**src/design/sgcw_pkg.sv**
```systemverilog
// Shared constants and types of the segment grid cell walk.
`default_nettype none

package sgcw_pkg;

    // Default geometry
    localparam int CELL_SHIFT_DEF = 10;
    localparam int MAP_CELLS_DEF  = 32;

    // Field widths of the channels
    localparam int SEG_ID_W   = 15;
    localparam int COARSE_W   = 7;
    localparam int CELL_OUT_W = 5;

    // Coarse to world scaling and ladder side offset
    localparam int COARSE_SH = 8;
    localparam int LADDER_SH = 3;

    // World coordinates after the ladder offset, signed
    localparam int COORD_W = 18;
    // Magnitude of a delta
    localparam int MAG_W   = 16;

    // Shared multiplier operand width, and n/3 = (n * THIRD_K) >> THIRD_SH for n < 2^16
    localparam int                MUL_W    = 16;
    localparam logic [MUL_W-1:0]  THIRD_K  = 16'd43691;
    localparam int                THIRD_SH = 17;

    // Most cells given out for one segment
    localparam int MAX_OUT = 64;

    // Request from the walk sequencer to the output stage
    typedef struct packed {
        logic                  push;
        logic                  finish;
        logic [CELL_OUT_W-1:0] cx;
        logic [CELL_OUT_W-1:0] cz;
    } t_emit_req;

endpackage

`default_nettype wire

```
**src/design/sgcw_ifs.sv**
```systemverilog
// Valid/ready channel interfaces for segment items and cell items.
`default_nettype none

interface sgcw_seg_if;
    logic                          valid;
    logic                          ready;
    logic [sgcw_pkg::SEG_ID_W-1:0] segment_id;
    logic [sgcw_pkg::COARSE_W-1:0] start_x;
    logic [sgcw_pkg::COARSE_W-1:0] start_z;
    logic [sgcw_pkg::COARSE_W-1:0] end_x;
    logic [sgcw_pkg::COARSE_W-1:0] end_z;
    logic                          is_ladder;

    modport source (output valid, segment_id, start_x, start_z, end_x, end_z, is_ladder,
                    input ready);
    modport sink (input valid, segment_id, start_x, start_z, end_x, end_z, is_ladder,
                  output ready);
endinterface

interface sgcw_cell_if;
    logic                            valid;
    logic                            ready;
    logic [sgcw_pkg::CELL_OUT_W-1:0] cell_x;
    logic [sgcw_pkg::CELL_OUT_W-1:0] cell_z;
    logic [sgcw_pkg::SEG_ID_W-1:0]   segment_tag;
    logic                            last_cell;

    modport source (output valid, cell_x, cell_z, segment_tag, last_cell, input ready);
    modport sink (input valid, cell_x, cell_z, segment_tag, last_cell, output ready);
endinterface

`default_nettype wire

```
**src/design/sgcw_div.sv**
```systemverilog
// Restoring divider: quotient of (num << CELL_SHIFT) / den, one bit per cycle, num <= den.
`default_nettype none

module sgcw_div #(
    parameter int CELL_SHIFT = sgcw_pkg::CELL_SHIFT_DEF
) (
    input  logic                        i_clk,
    input  logic                        i_rst_n,
    input  logic                        i_start,
    input  logic [sgcw_pkg::MAG_W-1:0]  i_num,
    input  logic [sgcw_pkg::MAG_W-1:0]  i_den,
    output logic                        o_done,
    output logic [CELL_SHIFT:0]         o_quot
);
    import sgcw_pkg::*;

    localparam int STEP_W = $clog2(CELL_SHIFT + 1);

    logic              r_busy;
    logic              r_done;
    logic [STEP_W-1:0] r_step;
    logic [MAG_W:0]    r_rem;
    logic [MAG_W-1:0]  r_den;
    logic [CELL_SHIFT:0] r_quot;

    logic           ge;
    logic [MAG_W:0] diff;

    // Trial subtract of the partial remainder
    always_comb begin
        ge   = r_rem >= {1'b0, r_den};
        diff = ge ? (r_rem - {1'b0, r_den}) : r_rem;
    end

    always_ff @(posedge i_clk) begin
        if (!i_rst_n) begin
            r_busy <= 1'b0;
            r_done <= 1'b0;
        end else begin
            // Done pulses for one cycle after the last quotient bit
            r_done <= r_busy && !i_start && (r_step == '0);
            if (i_start) begin
                r_busy <= 1'b1;
                r_rem  <= {1'b0, i_num};
                r_den  <= i_den;
                r_step <= STEP_W'(CELL_SHIFT);
                r_quot <= '0;
            end else if (r_busy) begin
                // diff < den, so doubling it still fits
                r_rem  <= {diff[MAG_W-1:0], 1'b0};
                r_quot <= {r_quot[CELL_SHIFT-1:0], ge};
                if (r_step == '0) begin
                    r_busy <= 1'b0;
                end else begin
                    r_step <= r_step - 1'b1;
                end
            end
        end
    end

    assign o_done = r_done;
    assign o_quot = r_quot;

endmodule

`default_nettype wire

```
**src/design/sgcw_emit.sv**
```systemverilog
// Output stage: one held cell so the final one can carry last_cell, then the output register.
`default_nettype none

module sgcw_emit (
    input  logic                           i_clk,
    input  logic                           i_rst_n,
    input  sgcw_pkg::t_emit_req            i_req,
    input  logic [sgcw_pkg::SEG_ID_W-1:0]  i_tag,
    output logic                           o_ok,
    sgcw_cell_if.source                    o_cell
);
    import sgcw_pkg::*;

    logic                  r_pend_valid;
    logic [CELL_OUT_W-1:0] r_pend_x;
    logic [CELL_OUT_W-1:0] r_pend_z;
    logic                  r_out_valid;
    logic [CELL_OUT_W-1:0] r_out_x;
    logic [CELL_OUT_W-1:0] r_out_z;
    logic [SEG_ID_W-1:0]   r_out_tag;
    logic                  r_out_last;

    logic out_free;
    logic load_out;

    // The held cell moves on when a newer cell arrives or the walk ends
    always_comb begin
        out_free = !r_out_valid || o_cell.ready;
        o_ok     = !r_pend_valid || out_free;
        load_out = (i_req.push || i_req.finish) && r_pend_valid && out_free;
    end

    always_ff @(posedge i_clk) begin
        if (!i_rst_n) begin
            r_pend_valid <= 1'b0;
            r_out_valid  <= 1'b0;
        end else begin
            if (load_out) begin
                r_out_valid <= 1'b1;
                r_out_x     <= r_pend_x;
                r_out_z     <= r_pend_z;
                r_out_tag   <= i_tag;
                r_out_last  <= i_req.finish;
            end else if (o_cell.ready) begin
                r_out_valid <= 1'b0;
            end

            if (i_req.push && o_ok) begin
                r_pend_valid <= 1'b1;
                r_pend_x     <= i_req.cx;
                r_pend_z     <= i_req.cz;
            end else if (i_req.finish && o_ok) begin
                r_pend_valid <= 1'b0;
            end
        end
    end

    assign o_cell.valid       = r_out_valid;
    assign o_cell.cell_x      = r_out_x;
    assign o_cell.cell_z      = r_out_z;
    assign o_cell.segment_tag = r_out_tag;
    assign o_cell.last_cell   = r_out_last;

endmodule

`default_nettype wire

```
**src/design/segment_grid_cell_walk.sv**
```systemverilog
// Segment grid cell walk: turns a wall segment into the map cells that it crosses.
//
// Channels: i_seg takes one segment item (id, two coarse endpoints, ladder flag);
// o_cell gives the cells it touches in walk order, each tagged with the segment id,
// the final one with last_cell set. Both are valid/ready, taken when both are high.
// i_seg.ready is high only while the block is idle; a zero-length segment is taken
// and gives no cells, and the block stays ready.
// Per segment: setup on the shared multiplier (two thirds of the deltas, ladder shift,
// axis choice), the divider for the minor step, the first minor position, then one
// walk step per major cell plus one per minor crossing, and a closing step; a new
// segment is taken only once the sequencer is back in idle.
// At most 64 cells are given out per segment.
// The last found cell is held back one place so it can be flagged; a stalled
// receiver pauses the walk once both that hold place and the output register are full.
// Reset (synchronous, active low) returns the sequencer to idle and empties the
// output; there is no stored table to clear.
`default_nettype none

module segment_grid_cell_walk #(
    parameter int CELL_SHIFT = sgcw_pkg::CELL_SHIFT_DEF,
    parameter int MAP_CELLS  = sgcw_pkg::MAP_CELLS_DEF
) (
    input  logic        i_clk,
    input  logic        i_rst_n,
    sgcw_seg_if.sink    i_seg,
    sgcw_cell_if.source o_cell
);
    import sgcw_pkg::*;

    localparam int IDX_W = COORD_W - CELL_SHIFT + 1;
    localparam int CNT_W = $clog2(MAX_OUT + 1);
    localparam int CELL  = 1 << CELL_SHIFT;

    typedef enum logic [3:0] {
        S_IDLE, S_THX, S_THZ, S_ADJ, S_AXIS, S_DIV, S_MUL, S_BINIT, S_WALK, S_EXTRA, S_FIN
    } t_state;

    t_state r_state;

    logic [SEG_ID_W-1:0]       r_tag;
    logic                      r_ladder;
    logic signed [COORD_W-1:0] r_x1, r_z1, r_x2, r_z2;
    logic signed [COORD_W-1:0] r_dx, r_dz, r_tdx;
    logic [MUL_W-1:0]          r_mul_a, r_mul_b;
    logic [2*MUL_W-1:0]        r_prod;
    logic                      r_major_x, r_da_neg, r_frac_neg;
    logic signed [COORD_W-1:0] r_b1, r_frac, r_b;
    logic [CELL_SHIFT-1:0]     r_afrac;
    logic signed [IDX_W-1:0]   r_ma, r_mb, r_end_ma, r_end_mb;
    logic [CNT_W-1:0]          r_cnt;

    function automatic logic [MAG_W-1:0] mag_of(input logic signed [COORD_W-1:0] v);
        mag_of = v[COORD_W-1] ? MAG_W'(-v) : MAG_W'(v);
    endfunction

    function automatic logic in_map(input logic signed [IDX_W-1:0] c);
        in_map = !c[IDX_W-1] && (32'(c[IDX_W-2:0]) < 32'(MAP_CELLS));
    endfunction

    // Input endpoints in world units
    logic signed [COORD_W-1:0] in_x1, in_z1, in_x2, in_z2, in_dx, in_dz;
    logic                      in_take, in_zero;

    always_comb begin
        in_x1   = COORD_W'({i_seg.start_x, COARSE_SH'(0)});
        in_z1   = COORD_W'({i_seg.start_z, COARSE_SH'(0)});
        in_x2   = COORD_W'({i_seg.end_x, COARSE_SH'(0)});
        in_z2   = COORD_W'({i_seg.end_z, COARSE_SH'(0)});
        in_dx   = in_x2 - in_x1;
        in_dz   = in_z2 - in_z1;
        in_take = i_seg.valid && (r_state == S_IDLE);
        in_zero = (in_dx == '0) && (in_dz == '0);
    end

    // Third of a delta, truncated toward zero, from the shared product
    logic signed [COORD_W-1:0] third_mag, third_val, sx, sz;
    logic                      third_neg;

    always_comb begin
        third_mag = COORD_W'(r_prod >> THIRD_SH);
        third_neg = (r_state == S_THZ) ? r_dx[COORD_W-1] : r_dz[COORD_W-1];
        third_val = third_neg ? -third_mag : third_mag;
        sx        = r_dz >>> LADDER_SH;
        sz        = r_dx >>> LADDER_SH;
    end

    // Major axis choice and walk start
    logic signed [COORD_W-1:0] adj_dx, adj_dz, a1, b1, a2, b2, da, db;
    logic                      major_x, div_start;

    always_comb begin
        adj_dx    = r_x2 - r_x1;
        adj_dz    = r_z2 - r_z1;
        major_x   = mag_of(adj_dx) > mag_of(adj_dz);
        a1        = major_x ? r_x1 : r_z1;
        b1        = major_x ? r_z1 : r_x1;
        a2        = major_x ? r_x2 : r_z2;
        b2        = major_x ? r_z2 : r_x2;
        da        = a2 - a1;
        db        = b2 - b1;
        div_start = (r_state == S_AXIS) && (da != '0);
    end

    // Minor step from the divider
    logic                      div_done;
    logic [CELL_SHIFT:0]       div_quot;
    logic signed [COORD_W-1:0] quot_ext, n_frac;

    sgcw_div #(
        .CELL_SHIFT(CELL_SHIFT)
    ) u_div (
        .i_clk   (i_clk),
        .i_rst_n (i_rst_n),
        .i_start (div_start),
        .i_num   (mag_of(db)),
        .i_den   (mag_of(da)),
        .o_done  (div_done),
        .o_quot  (div_quot)
    );

    always_comb begin
        quot_ext = COORD_W'(div_quot);
        n_frac   = r_frac_neg ? -quot_ext : quot_ext;
    end

    // First minor position: b1 corrected by frac times the major offset into the cell
    logic signed [2*MUL_W:0]   prod_s;
    logic signed [COORD_W-1:0] pterm;

    always_comb begin
        prod_s = r_frac_neg ? -$signed({1'b0, r_prod}) : $signed({1'b0, r_prod});
        pterm  = COORD_W'(prod_s >>> CELL_SHIFT);
    end

    // Walk step
    logic signed [COORD_W-1:0] n_b;
    logic signed [IDX_W-1:0]   n_mb, n_ma, cand_x, cand_z;
    logic                      cand_in, at_end, cap_hit, emit_ok, go;
    t_emit_req                 emit_req;

    always_comb begin
        n_b     = r_da_neg ? (r_b - r_frac) : (r_b + r_frac);
        n_mb    = IDX_W'(n_b >>> CELL_SHIFT);
        n_ma    = r_da_neg ? (r_ma - 1'b1) : (r_ma + 1'b1);
        cand_x  = r_major_x ? r_ma : r_mb;
        cand_z  = r_major_x ? r_mb : r_ma;
        cand_in = in_map(cand_x) && in_map(cand_z);
        at_end  = (r_ma == r_end_ma);

        emit_req.push   = ((r_state == S_WALK) || (r_state == S_EXTRA)) && cand_in;
        emit_req.finish = (r_state == S_FIN);
        emit_req.cx     = cand_x[CELL_OUT_W-1:0];
        emit_req.cz     = cand_z[CELL_OUT_W-1:0];

        go      = !emit_req.push || emit_ok;
        cap_hit = emit_req.push && (r_cnt == CNT_W'(MAX_OUT - 1));
    end

    sgcw_emit u_emit (
        .i_clk   (i_clk),
        .i_rst_n (i_rst_n),
        .i_req   (emit_req),
        .i_tag   (r_tag),
        .o_ok    (emit_ok),
        .o_cell  (o_cell)
    );

    assign i_seg.ready = (r_state == S_IDLE);

    // Shared multiplier, registered
    always_ff @(posedge i_clk) begin
        r_prod <= r_mul_a * r_mul_b;
    end

    // Sequencer
    always_ff @(posedge i_clk) begin
        if (!i_rst_n) begin
            r_state <= S_IDLE;
            r_cnt   <= '0;
        end else begin
            case (r_state)
                S_IDLE: begin
                    if (in_take && !in_zero) begin
                        r_tag    <= i_seg.segment_id;
                        r_ladder <= i_seg.is_ladder;
                        r_x1     <= in_x1;
                        r_z1     <= in_z1;
                        r_x2     <= in_x2;
                        r_z2     <= in_z2;
                        r_dx     <= in_dx;
                        r_dz     <= in_dz;
                        r_mul_a  <= mag_of(in_dx);
                        r_mul_b  <= THIRD_K;
                        r_state  <= S_THX;
                    end
                end
                S_THX: begin
                    r_mul_a <= mag_of(r_dz);
                    r_state <= S_THZ;
                end
                S_THZ: begin
                    r_tdx   <= third_val;
                    r_state <= S_ADJ;
                end
                S_ADJ: begin
                    // Ladder: pull both ends in by a third, shift sideways
                    if (r_ladder) begin
                        r_x1 <= r_x1 + r_tdx + sx;
                        r_x2 <= r_x2 - r_tdx + sx;
                        r_z1 <= r_z1 + third_val - sz;
                        r_z2 <= r_z2 - third_val - sz;
                    end
                    r_state <= S_AXIS;
                end
                S_AXIS: begin
                    r_major_x  <= major_x;
                    r_da_neg   <= da[COORD_W-1];
                    r_frac_neg <= da[COORD_W-1] ^ db[COORD_W-1];
                    r_b1       <= b1;
                    r_afrac    <= a1[CELL_SHIFT-1:0];
                    r_ma       <= IDX_W'(a1 >>> CELL_SHIFT);
                    r_mb       <= IDX_W'(b1 >>> CELL_SHIFT);
                    r_end_ma   <= IDX_W'(a2 >>> CELL_SHIFT);
                    r_end_mb   <= IDX_W'(b2 >>> CELL_SHIFT);
                    r_state    <= (da == '0) ? S_FIN : S_DIV;
                end
                S_DIV: begin
                    if (div_done) begin
                        r_frac  <= n_frac;
                        r_mul_a <= MUL_W'(div_quot);
                        r_mul_b <= r_da_neg ? (MUL_W'(CELL) - MUL_W'(r_afrac))
                                            : MUL_W'(r_afrac);
                        r_state <= S_MUL;
                    end
                end
                S_MUL: begin
                    r_state <= S_BINIT;
                end
                S_BINIT: begin
                    r_b     <= r_da_neg ? (r_b1 + pterm) : (r_b1 - pterm);
                    r_cnt   <= '0;
                    r_state <= S_WALK;
                end
                S_WALK: begin
                    if (go) begin
                        if (emit_req.push) begin
                            r_cnt <= r_cnt + 1'b1;
                        end
                        if (cap_hit || (at_end && (r_mb == r_end_mb))) begin
                            r_state <= S_FIN;
                        end else begin
                            r_b <= n_b;
                            if (n_mb != r_mb) begin
                                // Minor coordinate entered a new cell
                                r_mb    <= n_mb;
                                r_state <= S_EXTRA;
                            end else if (at_end) begin
                                r_state <= S_FIN;
                            end else begin
                                r_ma <= n_ma;
                            end
                        end
                    end
                end
                S_EXTRA: begin
                    if (go) begin
                        if (emit_req.push) begin
                            r_cnt <= r_cnt + 1'b1;
                        end
                        if (cap_hit || at_end) begin
                            r_state <= S_FIN;
                        end else begin
                            r_ma    <= n_ma;
                            r_state <= S_WALK;
                        end
                    end
                end
                S_FIN: begin
                    if (emit_ok) begin
                        r_state <= S_IDLE;
                    end
                end
                default: begin
                    r_state <= S_IDLE;
                end
            endcase
        end
    end

endmodule

`default_nettype wire

```
**src/flat_wrapper.sv**
```systemverilog
// flat-port wrapper written by rule: the top's interface ports become plain ports
module segment_grid_cell_walk_flat import sgcw_pkg::*;
#(
    parameter int CELL_SHIFT = sgcw_pkg::CELL_SHIFT_DEF,
    parameter int MAP_CELLS  = sgcw_pkg::MAP_CELLS_DEF
)
  (i_clk, i_rst_n, i_seg_valid, i_seg_segment_id, i_seg_start_x, i_seg_start_z, i_seg_end_x, i_seg_end_z, i_seg_is_ladder, i_seg_ready, o_cell_valid, o_cell_cell_x, o_cell_cell_z, o_cell_segment_tag, o_cell_last_cell, o_cell_ready);
  sgcw_seg_if i_seg_i ();
  sgcw_cell_if o_cell_i ();
  input  logic i_clk;
  input  logic i_rst_n;
  input wire logic [$bits(i_seg_i.valid)-1:0] i_seg_valid;
  input wire logic [$bits(i_seg_i.segment_id)-1:0] i_seg_segment_id;
  input wire logic [$bits(i_seg_i.start_x)-1:0] i_seg_start_x;
  input wire logic [$bits(i_seg_i.start_z)-1:0] i_seg_start_z;
  input wire logic [$bits(i_seg_i.end_x)-1:0] i_seg_end_x;
  input wire logic [$bits(i_seg_i.end_z)-1:0] i_seg_end_z;
  input wire logic [$bits(i_seg_i.is_ladder)-1:0] i_seg_is_ladder;
  output wire logic [$bits(i_seg_i.ready)-1:0] i_seg_ready;
  output wire logic [$bits(o_cell_i.valid)-1:0] o_cell_valid;
  output wire logic [$bits(o_cell_i.cell_x)-1:0] o_cell_cell_x;
  output wire logic [$bits(o_cell_i.cell_z)-1:0] o_cell_cell_z;
  output wire logic [$bits(o_cell_i.segment_tag)-1:0] o_cell_segment_tag;
  output wire logic [$bits(o_cell_i.last_cell)-1:0] o_cell_last_cell;
  input wire logic [$bits(o_cell_i.ready)-1:0] o_cell_ready;
  assign i_seg_i.valid = i_seg_valid;
  assign i_seg_i.segment_id = i_seg_segment_id;
  assign i_seg_i.start_x = i_seg_start_x;
  assign i_seg_i.start_z = i_seg_start_z;
  assign i_seg_i.end_x = i_seg_end_x;
  assign i_seg_i.end_z = i_seg_end_z;
  assign i_seg_i.is_ladder = i_seg_is_ladder;
  assign i_seg_ready = i_seg_i.ready;
  assign o_cell_valid = o_cell_i.valid;
  assign o_cell_cell_x = o_cell_i.cell_x;
  assign o_cell_cell_z = o_cell_i.cell_z;
  assign o_cell_segment_tag = o_cell_i.segment_tag;
  assign o_cell_last_cell = o_cell_i.last_cell;
  assign o_cell_i.ready = o_cell_ready;
  segment_grid_cell_walk #(.CELL_SHIFT(CELL_SHIFT), .MAP_CELLS(MAP_CELLS)) u_core (.i_clk(i_clk), .i_rst_n(i_rst_n), .i_seg(i_seg_i), .o_cell(o_cell_i));
endmodule
```
**config.mk**
```make
export PLATFORM = sky130hd
export DESIGN_NAME = segment_grid_cell_walk_flat
export DESIGN_NICKNAME = d
export VERILOG_FILES = /design/src/design/sgcw_pkg.sv /design/src/design/sgcw_ifs.sv /design/src/design/sgcw_div.sv /design/src/design/sgcw_emit.sv /design/src/design/segment_grid_cell_walk.sv /design/src/flat_wrapper.sv
export SDC_FILE = /design/constraint.sdc
export NUM_CORES = 2
export LEC_CHECK = 0
export ABC_AREA = 1
export BUFFER_PORTS_ARGS = -buffer_cell sky130_fd_sc_hd__buf_2
export CAP_MARGIN = 20
export CORE_AREA = 10 10 264 266
export DETAILED_ROUTE_END_ITERATION = 7
export DIE_AREA = 0 0 274 276
export GPL_TIMING_DRIVEN = 0
export PLACE_DENSITY = 0.75
export REMOVE_ABC_BUFFERS = 1
export SLEW_MARGIN = 40
export SYNTH_ARGS = -nofsm -noshare
export SYNTH_HDL_FRONTEND = slang
export SYNTH_SLANG_ARGS = --single-unit
```
**constraint.sdc**
```tcl
create_clock -name i_clk -period 20.1 [get_ports i_clk]
set_input_delay 2.01 -clock i_clk [delete_from_list [all_inputs] [get_ports i_clk]]
set_output_delay 2.01 -clock i_clk [all_outputs]
set_load 0.02 [all_outputs]
```
==> results by group <==
Hold path
  • Type of the worst min-delay path: reg2reg
  • Launch point of the worst hold path: u_core.r_tag[8]$_DFFE_PP_

Worst setup path
  • Arr. time, crit path: 9.46 ns
  • Category of the critical setup timing path: reg2reg
  • Worst Path Required: 20.45 ns
  • CP startpoint kind: flip-flop
  • Longest individual stage delay on the worst path: 0.99 ns
  • Origin of the worst setup path: u_core.r_z1[2]$_SDFFCE_PN0P_
  • Cell repeated most along the worst path: nand2_1
  • Startpoint of the worst register-to-register path: u_core.r_z1[2]$_SDFFCE_PN0P_
  • Slowest-stage cell, CP: o21ai_0
  • Nature of the critical path endpoint: flip-flop
  • Family with the most delay on the worst path: simple AND/OR/NAND/NOR gates
  • Crit path buffers/inverters: 4
  • Maximum fanout count along the critical path: 131

Floorplanning
  • Die footprint: roughly 76000 sq um
  • FP Rows: 93
  • Die Wd: 274 microns
  • Standard cell core area: 64100 sq um
  • Initial core utilization: 0.598
  • Y dimension of the die: 276 microns
  • Ports placed on the boundary: 76

STA
  • Total Neg Setup Slack: 0 ns
  • Min Clock Period, post-route: between 9 and 10 ns
  • Part of the cycle the worst path needs: 0.453
  • Setup repair after global routing missed its margin: false
  • Worst-case headroom to the max-slew limit: 0.296
  • Total count of max-transition violations in the final report: 0
  • Post-Route Skew: 0.0497 ns
  • Worst hold slack after final layout: ~0.42 ns
  • Final setup viols: 0
  • Fmax achieved: 110 MHz
  • Total count of hold-check failures in the final report: 0
  • Slew of the pin with the lowest slew margin: roughly 1.0 ns

Global routing
  • Global-route total usage across every layer: 0.274
  • Via count of the first global-routing pass: 31.1k
  • Largest net degree at the start of global routing: around 130
  • Aggregate global routing overflow: 0
  • Antenna violations before repair: 2
  • Wire length of the first global-routing pass: ~170000 microns

Synthesis
  • Post-synthesis average cell area: 7.84 sq um
  • Distinct cell type count after synthesis: 69
  • Dominant register cell in the synthesized netlist: edfxtp_1
  • Number of flip-flops and latches in the synthesized netlist: 381
  • Share of flip-flops with an asynchronous set or reset after synthesis: 0
  • Warning count from the yosys run: 0
  • EDFF count, synth: ~330
  • Post-synthesis instance area: 38400 sq um
  • Mapped Cells: 4895
  • Sequential area share after synthesis: 0.286

Routing
  • DR WL/cell: approximately 18 microns
  • Count of routing violations after the opening detailed-route iteration: 2825
  • Number of optimization iterations in the first detailed-route pass: 6
  • Number of vias after detailed routing: approximately 32k
  • Remaining number of nets flagged by the antenna check after routing: 0
  • Post-route DRC violation count: 0
  • Via density per instance: approximately 5.5
  • Total routed wirelength: about 100000 microns

Clocking
  • CTS Buf Count: 45
  • TritonCTS clock tree: yes
  • Number of instances resized during post-cts repair: 0
  • Clock insertion delay at the later pin of the skew report: around 0.6 ns
  • Master cell of the clock root buffer: clkbuf_16
  • Deepest clock path buffer count: 3
  • Post-CTS setup repair buffer count: 0
  • TritonCTS Sinks: 381
  • Cts-stage hold buffer count: 0
  • Level count of the clock H-tree: 2
  • CTS clock-pin slew for the worst setup and hold paths: 0.06 ns

Placed design
  • Last weighted congestion value of the routability-driven placer: 0.945
  • HPWL reported at the end of detailed placement: 84700 microns
  • Number of buffers added on ports: 75

Final layout
  • N_diodes: 0
  • Area growth from synthesis to final layout: 7.85%
  • Post-layout nets: 5603
  • Layout cells sized above 1: 0.0524

Job
  • Max-cap violations: 0

Status
  • Status: finished, final reports clean
[cell usage after synthesis, types with 9 or more instances]
cell / count / share of area
xnor2_1: 77 / 0.018
a21o_1: 19 / 0.0037
o21bai_1: 14 / 0.0027
a211oi_1: 9 / 0.0018
xor2_1: 183 / 0.042
fa_1: 224 / 0.12
o21ai_0: 275 / 0.036
o31ai_1: 9 / 0.0018
nor4_1: 10 / 0.0016
o211ai_1: 23 / 0.0045
clkbuf_1: 85 / 0.0083
nor2_1: 326 / 0.032
edfxtp_1: 334 / 0.26
o21ai_1: 23 / 0.0030
a31oi_1: 21 / 0.0034
or2_2: 14 / 0.0023
nor3_1: 52 / 0.0068
dfxtp_1: 47 / 0.025
inv_2: 9 / 0.00088
nand3_1: 228 / 0.030
nand2_2: 12 / 0.0020
ha_1: 383 / 0.12
nand3b_1: 14 / 0.0027
nand2_1: 1102 / 0.11
nand4_1: 45 / 0.0073
inv_1: 975 / 0.095
a21oi_1: 276 / 0.036
[through the flow]
step / setup slack (ns) / utilization / std cells / instance area, sq um
2_1_floorplan: 12.37 / - / 4793 / 37900
3_3_place_gp: 9.34 / 0.614 / 5723 / 39400
3_5_place_dp: 11.43 / 0.622 / 5753 / 39900
4_1_cts: 11.38 / 0.645 / 5837 / 41300
5_1_grt: 10.56 / 0.645 / 5840 / 41400
6_report: 10.99 / 0.645 / 5840 / 41400
[per-layer routing]
metal,share of wire,track usage,wire (microns)
met3,0.073,0.0386,7560
met4,0.044,0.110,4600
met2,0.47,0.456,49100
met1,0.41,0.355,42600
met5,0,0,0
[cell families (layout without fill, tap and decap cells)]
logic type	count (synthesis)	after routing	share of synthesized area
multiplexers	1	1	0.000261
AO/OA/AOI/OAI	723	723	0.105
buffers and inverters	1089	1179	0.108
adder cells (fa/ha/maj)	607	607	0.242
XOR/XNOR	263	263	0.0606
flip-flops	381	381	0.286
AND/OR/NAND/NOR	1831	1831	0.198
[layout by cell type (no fill, tap or decap), drive strengths merged, types with 5 or more instances in the layout]
master  Yosys  final
nand2    1116   1116
inv       985    987
ha        383    383
edfxtp    334    334
nor2      331    331
o21ai     303    303
a21oi     279    279
nand3     229    229
fa        224    224
xor2      184    184
buf        17    108
xnor2      79     79
clkbuf     85     62
nor3       57     57
dfxtp      47     47
nand4      45     45
o211ai     24     24
a31oi      21     21
clkinv      2     20
a21o       19     19
or2        15     15
o21bai     14     14
nand3b     14     14
nor4       12     12
a21boi     11     11
o31ai       9      9
a211oi      9      9
and2        8      8
o21a        6      6
a41oi       5      5
[worst reg2reg max path, delay by kind of cell (launching register included)]
kind / cells / cell delay [ns]
AOI/OAI and AO/OA: 5 / 1.91
xor gates and xnor gates: 1 / 0.15
adders and majority gates: 4 / 1.30
buffers and inverters: 4 / 0.67
DFF: 1 / 0.44
and+or+nand+nor: 25 / 4.37
[final cells by class]
cell class              instances  area (sq um)
multi-input cells            3425         23400
well taps                     855          1070
fillers                      5521         22700
inverters                     987          3710
repair buffers                108           771
clock buffers                  62          1260
clock inverters                22           204
flip-flops and latches        381         11000
[final timing paths]
path | end | slack [ns] | cells past startpoint
worst min-delay path | u_core.u_emit.o_cell.segment_tag[8]$_DFFE_PP_ | 0.42 | 0
worst max register to register | u_core.u_div.o_quot[0]$_SDFFCE_PP0P_ | 10.99 | 39
worst min register to register | u_core.u_emit.o_cell.segment_tag[8]$_DFFE_PP_ | 0.42 | 0
worst max-delay path | u_core.u_div.o_quot[0]$_SDFFCE_PP0P_ | 10.99 | 39
[registers in the layout, summed over array words and instances (netlist names), 9 cells and up]
| name | count |
|---|---|
| u_core.r_b1 | 18 |
| u_core.u_emit.o_cell.segment_tag | 15 |
| u_core.r_afrac | 10 |
| u_core.r_z2 | 18 |
| u_core.u_div.r_den | 16 |
| u_core.r_tag | 15 |
| u_core.r_prod | 32 |
| u_core.r_ma | 9 |
| u_core.r_x2 | 18 |
| u_core.u_div.o_quot | 11 |
| u_core.r_b | 18 |
| u_core.r_z1 | 18 |
| u_core.r_mul_a | 16 |
| u_core.u_div.r_rem | 17 |
| u_core.r_mul_b | 12 |
| u_core.r_frac | 18 |
| u_core.r_tdx | 18 |
| u_core.r_x1 | 18 |
Power is not shown: default switching activity piles up to over one toggle a cycle in this logic, so the estimate is an artifact.
